**config.mk**
```make
export PLATFORM = sky130hd
export DESIGN_NAME = protobuf_error_details_decoder_unit
export DESIGN_NICKNAME = d
export VERILOG_FILES = /design/src/rtl/pbed_pkg.sv /design/src/rtl/pbed_front.sv /design/src/rtl/pbed_queue.sv /design/src/rtl/pbed_back.sv /design/src/rtl/protobuf_error_details_decoder_unit.sv
export SDC_FILE = /design/constraint.sdc
export NUM_CORES = 1
export LEC_CHECK = 0
export BUFFER_PORTS_ARGS = -buffer_cell sky130_fd_sc_hd__buf_2
export CORE_ASPECT_RATIO = 1.2
export CORE_MARGIN = 2
export CORE_UTILIZATION = 50
export CTS_CLUSTER_SIZE = 14
export DETAILED_ROUTE_END_ITERATION = 6
export PLACE_DENSITY = 0.67
export SLEW_MARGIN = 20
export SYNTH_ARGS = -nofsm -noshare
export SYNTH_HDL_FRONTEND = slang
export SYNTH_SLANG_ARGS = --single-unit
```
**constraint.sdc**
```tcl
create_clock -name i_clk -period 8.24 [get_ports i_clk]
set_clock_uncertainty 0.2 [all_clocks]
set_input_delay 0 -clock i_clk [delete_from_list [all_inputs] [get_ports i_clk]]
set_output_delay 0 -clock i_clk [all_outputs]
set_load 0.01 [all_outputs]
```
**src/rtl/pbed_pkg.sv**
```systemverilog
`default_nettype none
package pbed_pkg;

    localparam int unsigned MaxEvents = 3;

    typedef enum logic [3:0] {
        EV_OK_END      = 4'd0,
        EV_ERR_END     = 4'd1,
        EV_CODE        = 4'd2,
        EV_SECS        = 4'd3,
        EV_NANOS       = 4'd4,
        EV_LIMIT       = 4'd5,
        EV_REMAINING   = 4'd6,
        EV_RESET       = 4'd7,
        EV_STR_BEGIN   = 4'd8,
        EV_STR_BYTE    = 4'd9,
        EV_DUR_SEEN    = 4'd10,
        EV_RL_SEEN     = 4'd11
    } t_kind;

    typedef enum logic [2:0] {
        PH_TAG    = 3'd0,
        PH_VARINT = 3'd1,
        PH_LENGTH = 3'd2,
        PH_STRING = 3'd3,
        PH_SKIP   = 3'd4
    } t_phase;

    typedef struct packed {
        t_kind       kind;
        logic [63:0] value;
        logic [1:0]  slot;
    } t_event;

    typedef struct packed {
        logic [1:0] count;
        t_event     ev0;
        t_event     ev1;
        t_event     ev2;
    } t_bundle;

    localparam int unsigned BundleW = $bits(t_bundle);

    // strict utf-8 step, returns 4'hf on error
    function automatic logic [3:0] utf8_next(input logic [2:0] st, input logic [7:0] b);
        logic cont;
        cont = (b >= 8'h80) && (b <= 8'hbf);
        utf8_next = 4'hf;
        case (st)
            3'd0: begin
                if (b < 8'h80) utf8_next = 4'd0;
                else if (b >= 8'hc2 && b <= 8'hdf) utf8_next = 4'd1;
                else if (b == 8'he0) utf8_next = 4'd4;
                else if (b == 8'hed) utf8_next = 4'd5;
                else if (b >= 8'he1 && b <= 8'hef) utf8_next = 4'd2;
                else if (b == 8'hf0) utf8_next = 4'd6;
                else if (b >= 8'hf1 && b <= 8'hf3) utf8_next = 4'd3;
                else if (b == 8'hf4) utf8_next = 4'd7;
            end
            3'd1: if (cont) utf8_next = 4'd0;
            3'd2: if (cont) utf8_next = 4'd1;
            3'd3: if (cont) utf8_next = 4'd2;
            3'd4: if (b >= 8'ha0 && b <= 8'hbf) utf8_next = 4'd1;
            3'd5: if (b >= 8'h80 && b <= 8'h9f) utf8_next = 4'd1;
            3'd6: if (b >= 8'h90 && b <= 8'hbf) utf8_next = 4'd2;
            3'd7: if (b >= 8'h80 && b <= 8'h8f) utf8_next = 4'd2;
            default: utf8_next = 4'hf;
        endcase
    endfunction

endpackage
`default_nettype wire

```
**src/rtl/pbed_front.sv**
```systemverilog
`default_nettype none
module pbed_front #(
    parameter int unsigned MAX_LEN = 4096
) (
    input  wire logic              i_clk,
    input  wire logic              i_rst_n,
    input  wire logic              i_valid,
    input  wire logic [7:0]        i_byte,
    input  wire logic              i_last,
    output pbed_pkg::t_bundle      o_bundle
);
    localparam int unsigned RemW = 17;
    localparam logic [63:0] MaxLen64 = 64'(MAX_LEN);

    logic [1:0]        r_nest, n_nest;
    pbed_pkg::t_phase  r_phase, n_phase;
    logic [63:0]       r_acc, n_acc;
    logic [3:0]        r_cnt, n_cnt;
    logic [31:0]       r_fn, n_fn;
    logic [RemW-1:0]   r_sub, n_sub;
    logic [RemW-1:0]   r_pay, n_pay;
    logic [2:0]        r_utf, n_utf;
    logic              r_fail, n_fail;
    logic [1:0]        r_slot, n_slot;

    pbed_pkg::t_bundle b;
    pbed_pkg::t_event  evs [pbed_pkg::MaxEvents];
    logic [1:0]        ne;
    logic              ok;
    logic              nested;
    logic              vdone, verr;
    logic [63:0]       v, acc_add;
    logic [5:0]        shamt;
    logic [3:0]        u;
    logic              clean;

    always_comb begin
        n_nest = r_nest; n_phase = r_phase; n_acc = r_acc; n_cnt = r_cnt;
        n_fn = r_fn; n_sub = r_sub; n_pay = r_pay; n_utf = r_utf;
        n_fail = r_fail; n_slot = r_slot;
        ne = 2'd0; ok = 1'b1; clean = 1'b0;
        for (int k = 0; k < 3; k++) begin
            evs[k] = '{kind: pbed_pkg::EV_OK_END, value: 64'd0, slot: 2'd0};
        end
        nested = (r_nest != 2'd0);
        shamt = (r_cnt >= 4'd9) ? 6'd63 : 6'(7 * r_cnt);
        acc_add = 64'(i_byte[6:0]) << shamt;
        v = r_acc | acc_add;
        verr = (r_cnt >= 4'd9) && ((i_byte & 8'hfe) != 8'd0);
        vdone = !i_byte[7];
        u = pbed_pkg::utf8_next(r_utf, i_byte);
        if (!r_fail) begin
            if (nested) n_sub = r_sub - RemW'(1);
            unique case (r_phase) inside
                pbed_pkg::PH_TAG, pbed_pkg::PH_VARINT, pbed_pkg::PH_LENGTH: begin
                    if (verr) ok = 1'b0;
                    else if (!vdone) begin
                        n_acc = v; n_cnt = r_cnt + 4'd1;
                    end else begin
                        n_acc = 64'd0; n_cnt = 4'd0;
                        if (r_phase == pbed_pkg::PH_TAG) begin
                            if (v == 64'd0) ok = 1'b0;
                            else begin
                                n_fn = v[34:3];
                                if (v[2:0] == 3'd0) n_phase = pbed_pkg::PH_VARINT;
                                else if (v[2:0] == 3'd2) n_phase = pbed_pkg::PH_LENGTH;
                                else if (v[2:0] == 3'd1 || v[2:0] == 3'd5) begin
                                    n_pay = (v[2:0] == 3'd1) ? RemW'(8) : RemW'(4);
                                    if (nested && n_pay > n_sub) ok = 1'b0;
                                    n_phase = pbed_pkg::PH_SKIP;
                                end else ok = 1'b0;
                            end
                        end else if (r_phase == pbed_pkg::PH_VARINT) begin
                            n_phase = pbed_pkg::PH_TAG;
                            if (r_nest == 2'd0) begin
                                if (r_fn == 32'd2) begin
                                    if (v > 64'h7fffffff) ok = 1'b0;
                                    else begin
                                        evs[0] = '{kind: pbed_pkg::EV_CODE, value: v, slot: 2'd0};
                                        ne = 2'd1;
                                    end
                                end
                            end else if (r_nest == 2'd1) begin
                                if (r_fn == 32'd1) begin
                                    evs[0] = '{kind: pbed_pkg::EV_SECS, value: v, slot: 2'd0};
                                    ne = 2'd1;
                                end else if (r_fn == 32'd2) begin
                                    if (v > 64'hffffffff) ok = 1'b0;
                                    else begin
                                        evs[0] = '{kind: pbed_pkg::EV_NANOS, value: v,
                                                   slot: 2'd0};
                                        ne = 2'd1;
                                    end
                                end
                            end else if (r_fn >= 32'd1 && r_fn <= 32'd3) begin
                                evs[0] = '{kind: pbed_pkg::t_kind'(4'd4 + r_fn[3:0]),
                                           value: v, slot: 2'd0};
                                ne = 2'd1;
                            end
                        end else begin
                            if (v > MaxLen64) ok = 1'b0;
                            else if (!nested && (r_fn == 32'd1 || r_fn == 32'd3 ||
                                                 r_fn == 32'd4 || r_fn == 32'd5)) begin
                                n_slot = (r_fn == 32'd1) ? 2'd0 : 2'(r_fn - 32'd2);
                                n_utf = 3'd0;
                                evs[0] = '{kind: pbed_pkg::EV_STR_BEGIN, value: v,
                                           slot: n_slot};
                                ne = 2'd1;
                                n_pay = RemW'(v);
                                n_phase = (v == 64'd0) ? pbed_pkg::PH_TAG
                                                       : pbed_pkg::PH_STRING;
                            end else if (!nested && (r_fn == 32'd6 || r_fn == 32'd7)) begin
                                n_phase = pbed_pkg::PH_TAG;
                                if (v == 64'd0) begin
                                    evs[0] = '{kind: (r_fn == 32'd6) ? pbed_pkg::EV_DUR_SEEN
                                                                    : pbed_pkg::EV_RL_SEEN,
                                               value: 64'd0, slot: 2'd0};
                                    ne = 2'd1;
                                end else begin
                                    n_nest = 2'(r_fn - 32'd5);
                                    n_sub = RemW'(v);
                                end
                            end else begin
                                if (nested && v > 64'(n_sub)) ok = 1'b0;
                                n_pay = RemW'(v);
                                n_phase = (v == 64'd0) ? pbed_pkg::PH_TAG
                                                       : pbed_pkg::PH_SKIP;
                            end
                        end
                    end
                end
                pbed_pkg::PH_STRING: begin
                    if (u == 4'hf) ok = 1'b0;
                    else begin
                        n_utf = u[2:0];
                        evs[0] = '{kind: pbed_pkg::EV_STR_BYTE, value: 64'(i_byte),
                                   slot: r_slot};
                        ne = 2'd1;
                        n_pay = r_pay - RemW'(1);
                        if (n_pay == '0) begin
                            if (u != 4'd0) ok = 1'b0;
                            n_phase = pbed_pkg::PH_TAG;
                        end
                    end
                end
                default: begin
                    if (r_pay != '0) n_pay = r_pay - RemW'(1);
                    if (n_pay == '0) n_phase = pbed_pkg::PH_TAG;
                end
            endcase
            if (ok && nested && n_sub == '0) begin
                if (n_phase != pbed_pkg::PH_TAG || n_cnt != 4'd0) ok = 1'b0;
                else begin
                    evs[ne] = '{kind: (r_nest == 2'd1) ? pbed_pkg::EV_DUR_SEEN
                                                      : pbed_pkg::EV_RL_SEEN,
                                value: 64'd0, slot: 2'd0};
                    ne = ne + 2'd1;
                    n_nest = 2'd0;
                end
            end
            if (!ok) begin
                n_fail = 1'b1; ne = 2'd0;
            end
        end
        if (i_last) begin
            clean = !n_fail && n_nest == 2'd0 && n_phase == pbed_pkg::PH_TAG &&
                    n_cnt == 4'd0;
            evs[ne] = '{kind: clean ? pbed_pkg::EV_OK_END : pbed_pkg::EV_ERR_END,
                        value: 64'd0, slot: 2'd0};
            ne = ne + 2'd1;
        end
        b.count = ne;
        b.ev0 = evs[0];
        b.ev1 = evs[1];
        b.ev2 = evs[2];
    end

    assign o_bundle = b;

    always_ff @(posedge i_clk) begin
        if (!i_rst_n || (i_valid && i_last)) begin
            r_nest <= 2'd0; r_phase <= pbed_pkg::PH_TAG; r_acc <= 64'd0; r_cnt <= 4'd0;
            r_fn <= 32'd0; r_sub <= '0; r_pay <= '0; r_utf <= 3'd0;
            r_fail <= 1'b0; r_slot <= 2'd0;
        end else if (i_valid) begin
            r_nest <= n_nest; r_phase <= n_phase; r_acc <= n_acc; r_cnt <= n_cnt;
            r_fn <= n_fn; r_sub <= n_sub; r_pay <= n_pay; r_utf <= n_utf;
            r_fail <= n_fail; r_slot <= n_slot;
        end
    end

    a_fail_quiet: assert property (@(posedge i_clk) disable iff (!i_rst_n)
        (r_fail && !i_last) |-> (b.count == 2'd0))
        else $error("events while failed");
    a_last_ends: assert property (@(posedge i_clk) disable iff (!i_rst_n)
        i_last |-> (b.count != 2'd0))
        else $error("last byte without end event");
    a_nest_range: assert property (@(posedge i_clk) disable iff (!i_rst_n)
        r_nest != 2'd3)
        else $error("bad nest level");
endmodule
`default_nettype wire

```
**src/rtl/pbed_queue.sv**
```systemverilog
`default_nettype none
module pbed_queue #(
    parameter int unsigned DEPTH = 4
) (
    input  wire logic                      i_clk,
    input  wire logic                      i_rst_n,
    input  wire logic                      i_push,
    input  wire logic [pbed_pkg::BundleW-1:0] i_data,
    output logic                           o_full,
    input  wire logic                      i_pop,
    output logic                           o_empty,
    output logic [pbed_pkg::BundleW-1:0]   o_data
);
    localparam int unsigned AW = $clog2(DEPTH);

    logic [pbed_pkg::BundleW-1:0] r_mem [DEPTH];
    logic [AW-1:0] r_wp, r_rp;
    logic [AW:0]   r_cnt;
    logic          do_push, do_pop;

    assign o_full  = (r_cnt == (AW+1)'(DEPTH));
    assign o_empty = (r_cnt == '0);
    assign do_push = i_push && !o_full;
    assign do_pop  = i_pop && !o_empty;
    assign o_data  = r_mem[r_rp];

    always_ff @(posedge i_clk) begin
        if (do_push) r_mem[r_wp] <= i_data;
    end

    always_ff @(posedge i_clk) begin
        if (!i_rst_n) begin
            r_wp <= '0; r_rp <= '0; r_cnt <= '0;
        end else begin
            if (do_push) r_wp <= (r_wp == AW'(DEPTH-1)) ? '0 : r_wp + AW'(1);
            if (do_pop)  r_rp <= (r_rp == AW'(DEPTH-1)) ? '0 : r_rp + AW'(1);
            r_cnt <= r_cnt + (AW+1)'(do_push) - (AW+1)'(do_pop);
        end
    end

    a_cnt_bound: assert property (@(posedge i_clk) disable iff (!i_rst_n)
        r_cnt <= (AW+1)'(DEPTH))
        else $error("queue count overflow");
    a_no_over: assert property (@(posedge i_clk) disable iff (!i_rst_n)
        (o_full && !do_pop) |=> o_full)
        else $error("full dropped without pop");
    a_no_under: assert property (@(posedge i_clk) disable iff (!i_rst_n)
        (o_empty && !do_push) |=> o_empty)
        else $error("empty dropped without push");
endmodule
`default_nettype wire

```
**src/rtl/pbed_back.sv**
```systemverilog
`default_nettype none
module pbed_back (
    input  wire logic              i_clk,
    input  wire logic              i_rst_n,
    input  wire logic              i_q_empty,
    input  wire pbed_pkg::t_bundle i_bundle,
    output logic                   o_q_pop,
    output logic                   o_empty,
    input  wire logic              i_pop,
    output logic [3:0]             o_kind,
    output logic [63:0]            o_value,
    output logic [1:0]             o_slot,
    output logic                   o_last
);
    logic [1:0] r_idx;
    logic       have;
    logic       last_ev;
    logic       take;
    pbed_pkg::t_event ev;

    // bundles with no event are dropped
    assign have    = !i_q_empty && (i_bundle.count != 2'd0);
    assign last_ev = (r_idx + 2'd1 == i_bundle.count);
    assign take    = have && i_pop;
    assign o_empty = !have;
    assign o_q_pop = (!i_q_empty && i_bundle.count == 2'd0) || (take && last_ev);

    always_comb begin
        case (r_idx)
            2'd0:    ev = i_bundle.ev0;
            2'd1:    ev = i_bundle.ev1;
            default: ev = i_bundle.ev2;
        endcase
    end

    assign o_kind  = ev.kind;
    assign o_value = ev.value;
    assign o_slot  = ev.slot;
    assign o_last  = last_ev;

    always_ff @(posedge i_clk) begin
        if (!i_rst_n) begin
            r_idx <= 2'd0;
        end else if (take) begin
            r_idx <= last_ev ? 2'd0 : r_idx + 2'd1;
        end
    end

    a_idx_range: assert property (@(posedge i_clk) disable iff (!i_rst_n)
        have |-> (r_idx < i_bundle.count))
        else $error("event index past bundle");
    a_idx_home: assert property (@(posedge i_clk) disable iff (!i_rst_n)
        i_q_empty |-> (r_idx == 2'd0))
        else $error("index left mid bundle");
    a_last_pop: assert property (@(posedge i_clk) disable iff (!i_rst_n)
        (take && last_ev) |-> o_q_pop)
        else $error("bundle not released");
endmodule
`default_nettype wire

```
**src/rtl/protobuf_error_details_decoder_unit.sv**
```systemverilog
`default_nettype none
// protobuf error-details stream decoder. one byte is taken per cycle while full
// is low; the front parser updates its state on each accepted byte and files up
// to three events per byte into a small queue, and the result side hands out one
// event per cycle while pop is high. sustained input rate is one byte a cycle as
// long as results are drained at least as fast as produced; a byte's events hold
// the result side until all are popped, a byte with none is dropped unseen, so
// the queue depth sets how long bursts run. a byte's first event reaches the
// result ports once its bundle, registered in the queue, is at the queue head.
module protobuf_error_details_decoder_unit #(
    parameter int unsigned MAX_LEN = 4096,
    parameter int unsigned QDEPTH  = 4
) (
    input  wire logic        i_clk,
    input  wire logic        i_rst_n,
    input  wire logic        push,
    output logic             full,
    input  wire logic [7:0]  i_data_byte,
    input  wire logic        i_end_of_message,
    output logic             empty,
    input  wire logic        pop,
    output logic [3:0]       o_event_kind,
    output logic [63:0]      o_event_value,
    output logic [1:0]       o_string_slot,
    output logic             o_last_of_run
);
    pbed_pkg::t_bundle f_bundle, q_bundle;
    logic              accept;
    logic              q_empty, q_pop;

    assign accept = push && !full;

    pbed_front #(.MAX_LEN(MAX_LEN)) u_front (
        .i_clk    (i_clk),
        .i_rst_n  (i_rst_n),
        .i_valid  (accept),
        .i_byte   (i_data_byte),
        .i_last   (i_end_of_message),
        .o_bundle (f_bundle)
    );

    pbed_queue #(.DEPTH(QDEPTH)) u_queue (
        .i_clk   (i_clk),
        .i_rst_n (i_rst_n),
        .i_push  (accept),
        .i_data  (f_bundle),
        .o_full  (full),
        .i_pop   (q_pop),
        .o_empty (q_empty),
        .o_data  (q_bundle)
    );

    pbed_back u_back (
        .i_clk     (i_clk),
        .i_rst_n   (i_rst_n),
        .i_q_empty (q_empty),
        .i_bundle  (q_bundle),
        .o_q_pop   (q_pop),
        .o_empty   (empty),
        .i_pop     (pop),
        .o_kind    (o_event_kind),
        .o_value   (o_event_value),
        .o_slot    (o_string_slot),
        .o_last    (o_last_of_run)
    );
endmodule
`default_nettype wire
```
==> flow_summary_export.csv <==
group,metric,value,unit
synth,synth_mux_area_frac,0.0858,
run_status,status,"finished clean",
floorplan,die-area,47800,um^2
finish,seq_area,12100,um^2
clock_network,clk_pin_slew,60,ps
clock_network,cts_tree,"yes",
floorplan,core-area,45700,um^2
synth,async_flop_share,0,
global_route,grt_use_total,0.288,
detailed_routing,ant_nets,0,
placement,gp_congestion,0.993,
detailed_routing,vias,17407,
floorplan,start_util,0.504,
critical_path,critPathTopFamily,"compound AO/OA/AOI/OAI gates",
synth,synth_top_area_frac,0.391,
global_route,grt_max_degree,75,
finish,final_cell_area,25900,um^2
detailed_routing,via_per_inst,6.24,
clock_network,cts_root_buf,"clkbuf_16",
sta,finalSetupTns,0,ps
detailed_routing,post_drt_wl_per_cell,24.5,um
synth,synth_edf_count,300,
min_path,hold_class,"in2reg",
critical_path,critical-path-slowest-cell,"a2111oi_2",
critical_path,crit_buf_inv,6,
global_route,grt_use_met1,0.352,
synth,yosys_warnings,0,
synth,synthDistinctLibCells,108,
finish,finalNonFillerCells,2788,
synth,synth_area,23000,um^2
finish,synthToLayoutAreaGrowth,12.2,%
pwr,power.density,270,nW/um^2
synth,synth_ff_type,"edfxtp_1",
synth,yosys.area_share.simple,0.161,
clock_network,cts_buffers,46,
synth,syn_inst,2072,
synth,yosysMostFrequentCell,"edfxtp_1",
finish,nNetsFinal,2204,
global_route,grt_pass1_wl,103000,um
global_route,antenna_found_initial,1,
floorplan,fp-row-count,86,
synth,synth-xor-area-share,0.0144,
synth,yosys_register_bits,456,
global_route,met2_usage,0.483,
synth,seq_area_frac_synth,0.526,
synth,synthAdderAreaFrac,0.0326,
critical_path,endpoint_kind,"register",
global_route,grt-busiest-layer,"met2",
critical_path,cp-start-kind,"register",
pwr,leakage,0.00913,uW
synth,yosysTopAreaCell,"edfxtp_1",
sta,setup_violations,0,
sta,fin_crit,7730,ps
placement,dpl.cell_count,2695,
critical_path,required,8420,ps
synth,synth-compound-area-share,0.144,
detailed_routing,drc,0,
critical_path,critPathKind,"reg2reg",
critical_path,cp_common_cell,"inv_1",
synth,synth_area_leaders,"edfxtp_1 (39%), dfxtp_1 (14%), mux4_2 (7.3%)",
pwr,vdd_drop_max,0.000168,V
finish,multiInputGateArea,10200,um^2
sta,slew_headroom,0.371,
floorplan,pin_count,86,
synth,syn-mean-instance-area,11.1,um^2
job,max_cap_viol_count,0,
global_route,grt.overflow.total,0,
detailed_routing,drt_pass1_iterations,5,
placement,dp_hpwl,48100,um
critical_path,arrival,7910,ps
sta,grt_setup_unrepaired,"false",
finish,drive_above_1_share,0.170,
detailed_routing,drt_iter0_markers,1435,
clock_network,cts_setup_buffers,0,
clock_network,htreeDepth,2,
sta,hold_viol,0,
placement,place_area,24200,um^2
clock_network,clock_latency,590,ps
critical_path,slowest_delay,750,ps
global_route,grt_pass1_vias,17163,
clock_network,clock_sinks,456,
floorplan,die_h,239,um
placement,port_buffers,85,
synth,synth_nets,2142,
synth,ys_top_cells_by_count,"edfxtp_1 (300), nor2_1 (268), dfxtp_1 (156)",
sta,worst_pin_slew,943,ps
sta,max_clock_freq,129,MHz
floorplan,die_x,200,um
finish,fill_cells,3884,
critical_path,worst-path-max-fanout,12,
detailed_routing,routed_wl,68400,um
global_route,grt_use_met3,0.0415,
finish,antennaDiodeCount,0,
synth,synth_top_family_by_area,"simple AND/OR/NAND/NOR gates",
clock_network,clock_path_buffers,3,
sta,finalCritPeriodShare,0.938,
sta,slew_viol_final,0,
==> registers in the layout (all words and copies together) (netlist names), named ones only <==
signal / cells
u_queue.r_mem: 300
u_front.r_acc: 64
u_front.r_fn: 32
u_front.r_pay: 17
u_front.r_sub: 17
u_front.r_cnt: 4
u_front.r_phase: 3
u_front.r_utf: 3
u_queue.r_cnt: 3
u_back.r_idx: 2
u_front.r_nest: 2
u_front.r_slot: 2
u_queue.r_rp: 2
u_queue.r_wp: 2
u_front.r_fail: 1
==> per-layer routing <==
| layer | vias up | part of all wire |
|---|---|---|
| li1 | 7923 | - |
| met1 | 8721 | 0.40 |
| met2 | 574 | 0.49 |
| met3 | 187 | 0.048 |
| met4 | 2 | 0.065 |
| met5 | - | 0.00016 |
==> worst register-to-register path, cell delays in order, from the launching register on <==
cell and delay (ps):
dfxtp_1 450, inv_1 170, fa_1 480, inv_1 70, ha_1 190, inv_1 70
fa_2 400, xor2_2 230, a211oi_2 570, o21ai_0 490, a2111oi_2 750, a2111oi_1 160
nand4_1 250, a21oi_2 100, and3_1 290, a31oi_1 240, and4_1 390, ha_1 190
nor2b_1 180, and4_1 240, inv_1 80, ha_1 200, a21oi_1 230, buf_4 250
inv_1 50, or4_1 460, o211ai_1 160
==> power breakdown <==
group | switching, uW | internal [uW] | leakage, uW
combinational | 1260 | 813 | 0.00428
sequential | 103 | 2610 | 0.00407
clock | 900 | 1290 | 0.000780
==> cell families after synthesis <==
logic type               count (synthesis)
buffers and inverters                  201
XOR/XNOR                                37
flip-flops                             456
AND/OR/NAND/NOR                        742
AO/OA/AOI/OAI                          477
adder cells (fa/ha/maj)                 57
multiplexers                           102
==> metrics by stage <==
step                 util  hold WS (ps)  worst slack [ps]  power, uW
floorplan               -          57.1              1520       4130
global placement    0.529           152               635       4800
detailed placement  0.529           160               395       4820
CTS                 0.565          57.0               358       7010
global route        0.566           123              32.9       7300
finish              0.566           101               512       6980
==> cell usage in the layout (no fill, tap or decap), types with 23 or more instances in the layout <==
master,n
buf_4,59
inv_1,60
o21ai_0,58
nor2_1,267
nand3_1,31
xnor2_1,23
buf_2,85
a211oi_1,46
nor4_1,36
and2_1,82
a21oi_1,139
a31oi_1,34
ha_1,51
clkbuf_16,47
dfxtp_1,154
a22oi_1,35
mux4_2,75
edfxtp_1,300
nand2_1,107
nor3_1,60
==> timing repair <==
action | in CTS | in global routing
hold buffers | 7 | 0
gates resized for setup | 0 | 3
endpoints found under the hold margin | 61 | 0
endpoints found under the setup margin | 0 | 280
==> layout make-up <==
type,instances,area share
well taps,616,0.0298
flip-flops and latches,456,0.469
inverters,63,0.00914
repair buffers,152,0.0371
clock inverters,23,0.0104
clock buffers,63,0.0513
multi-input cells,1415,0.393
==> final timing paths <==
kind | to | depth (start not counted) | slack (ps) | from
setup / recovery | u_queue.r_mem[2][206] | 26 | 510 | u_front.r_cnt[1]
hold reg to reg | u_front.r_acc[33] | 2 | 270 | u_front.r_acc[33]
hold / removal | u_queue.r_mem[2][145] | 3 | 100 | i_data_byte[3]
setup reg to reg | u_queue.r_mem[2][206] | 26 | 510 | u_front.r_cnt[1]
Note: power is estimated with default switching activity, not from simulation.
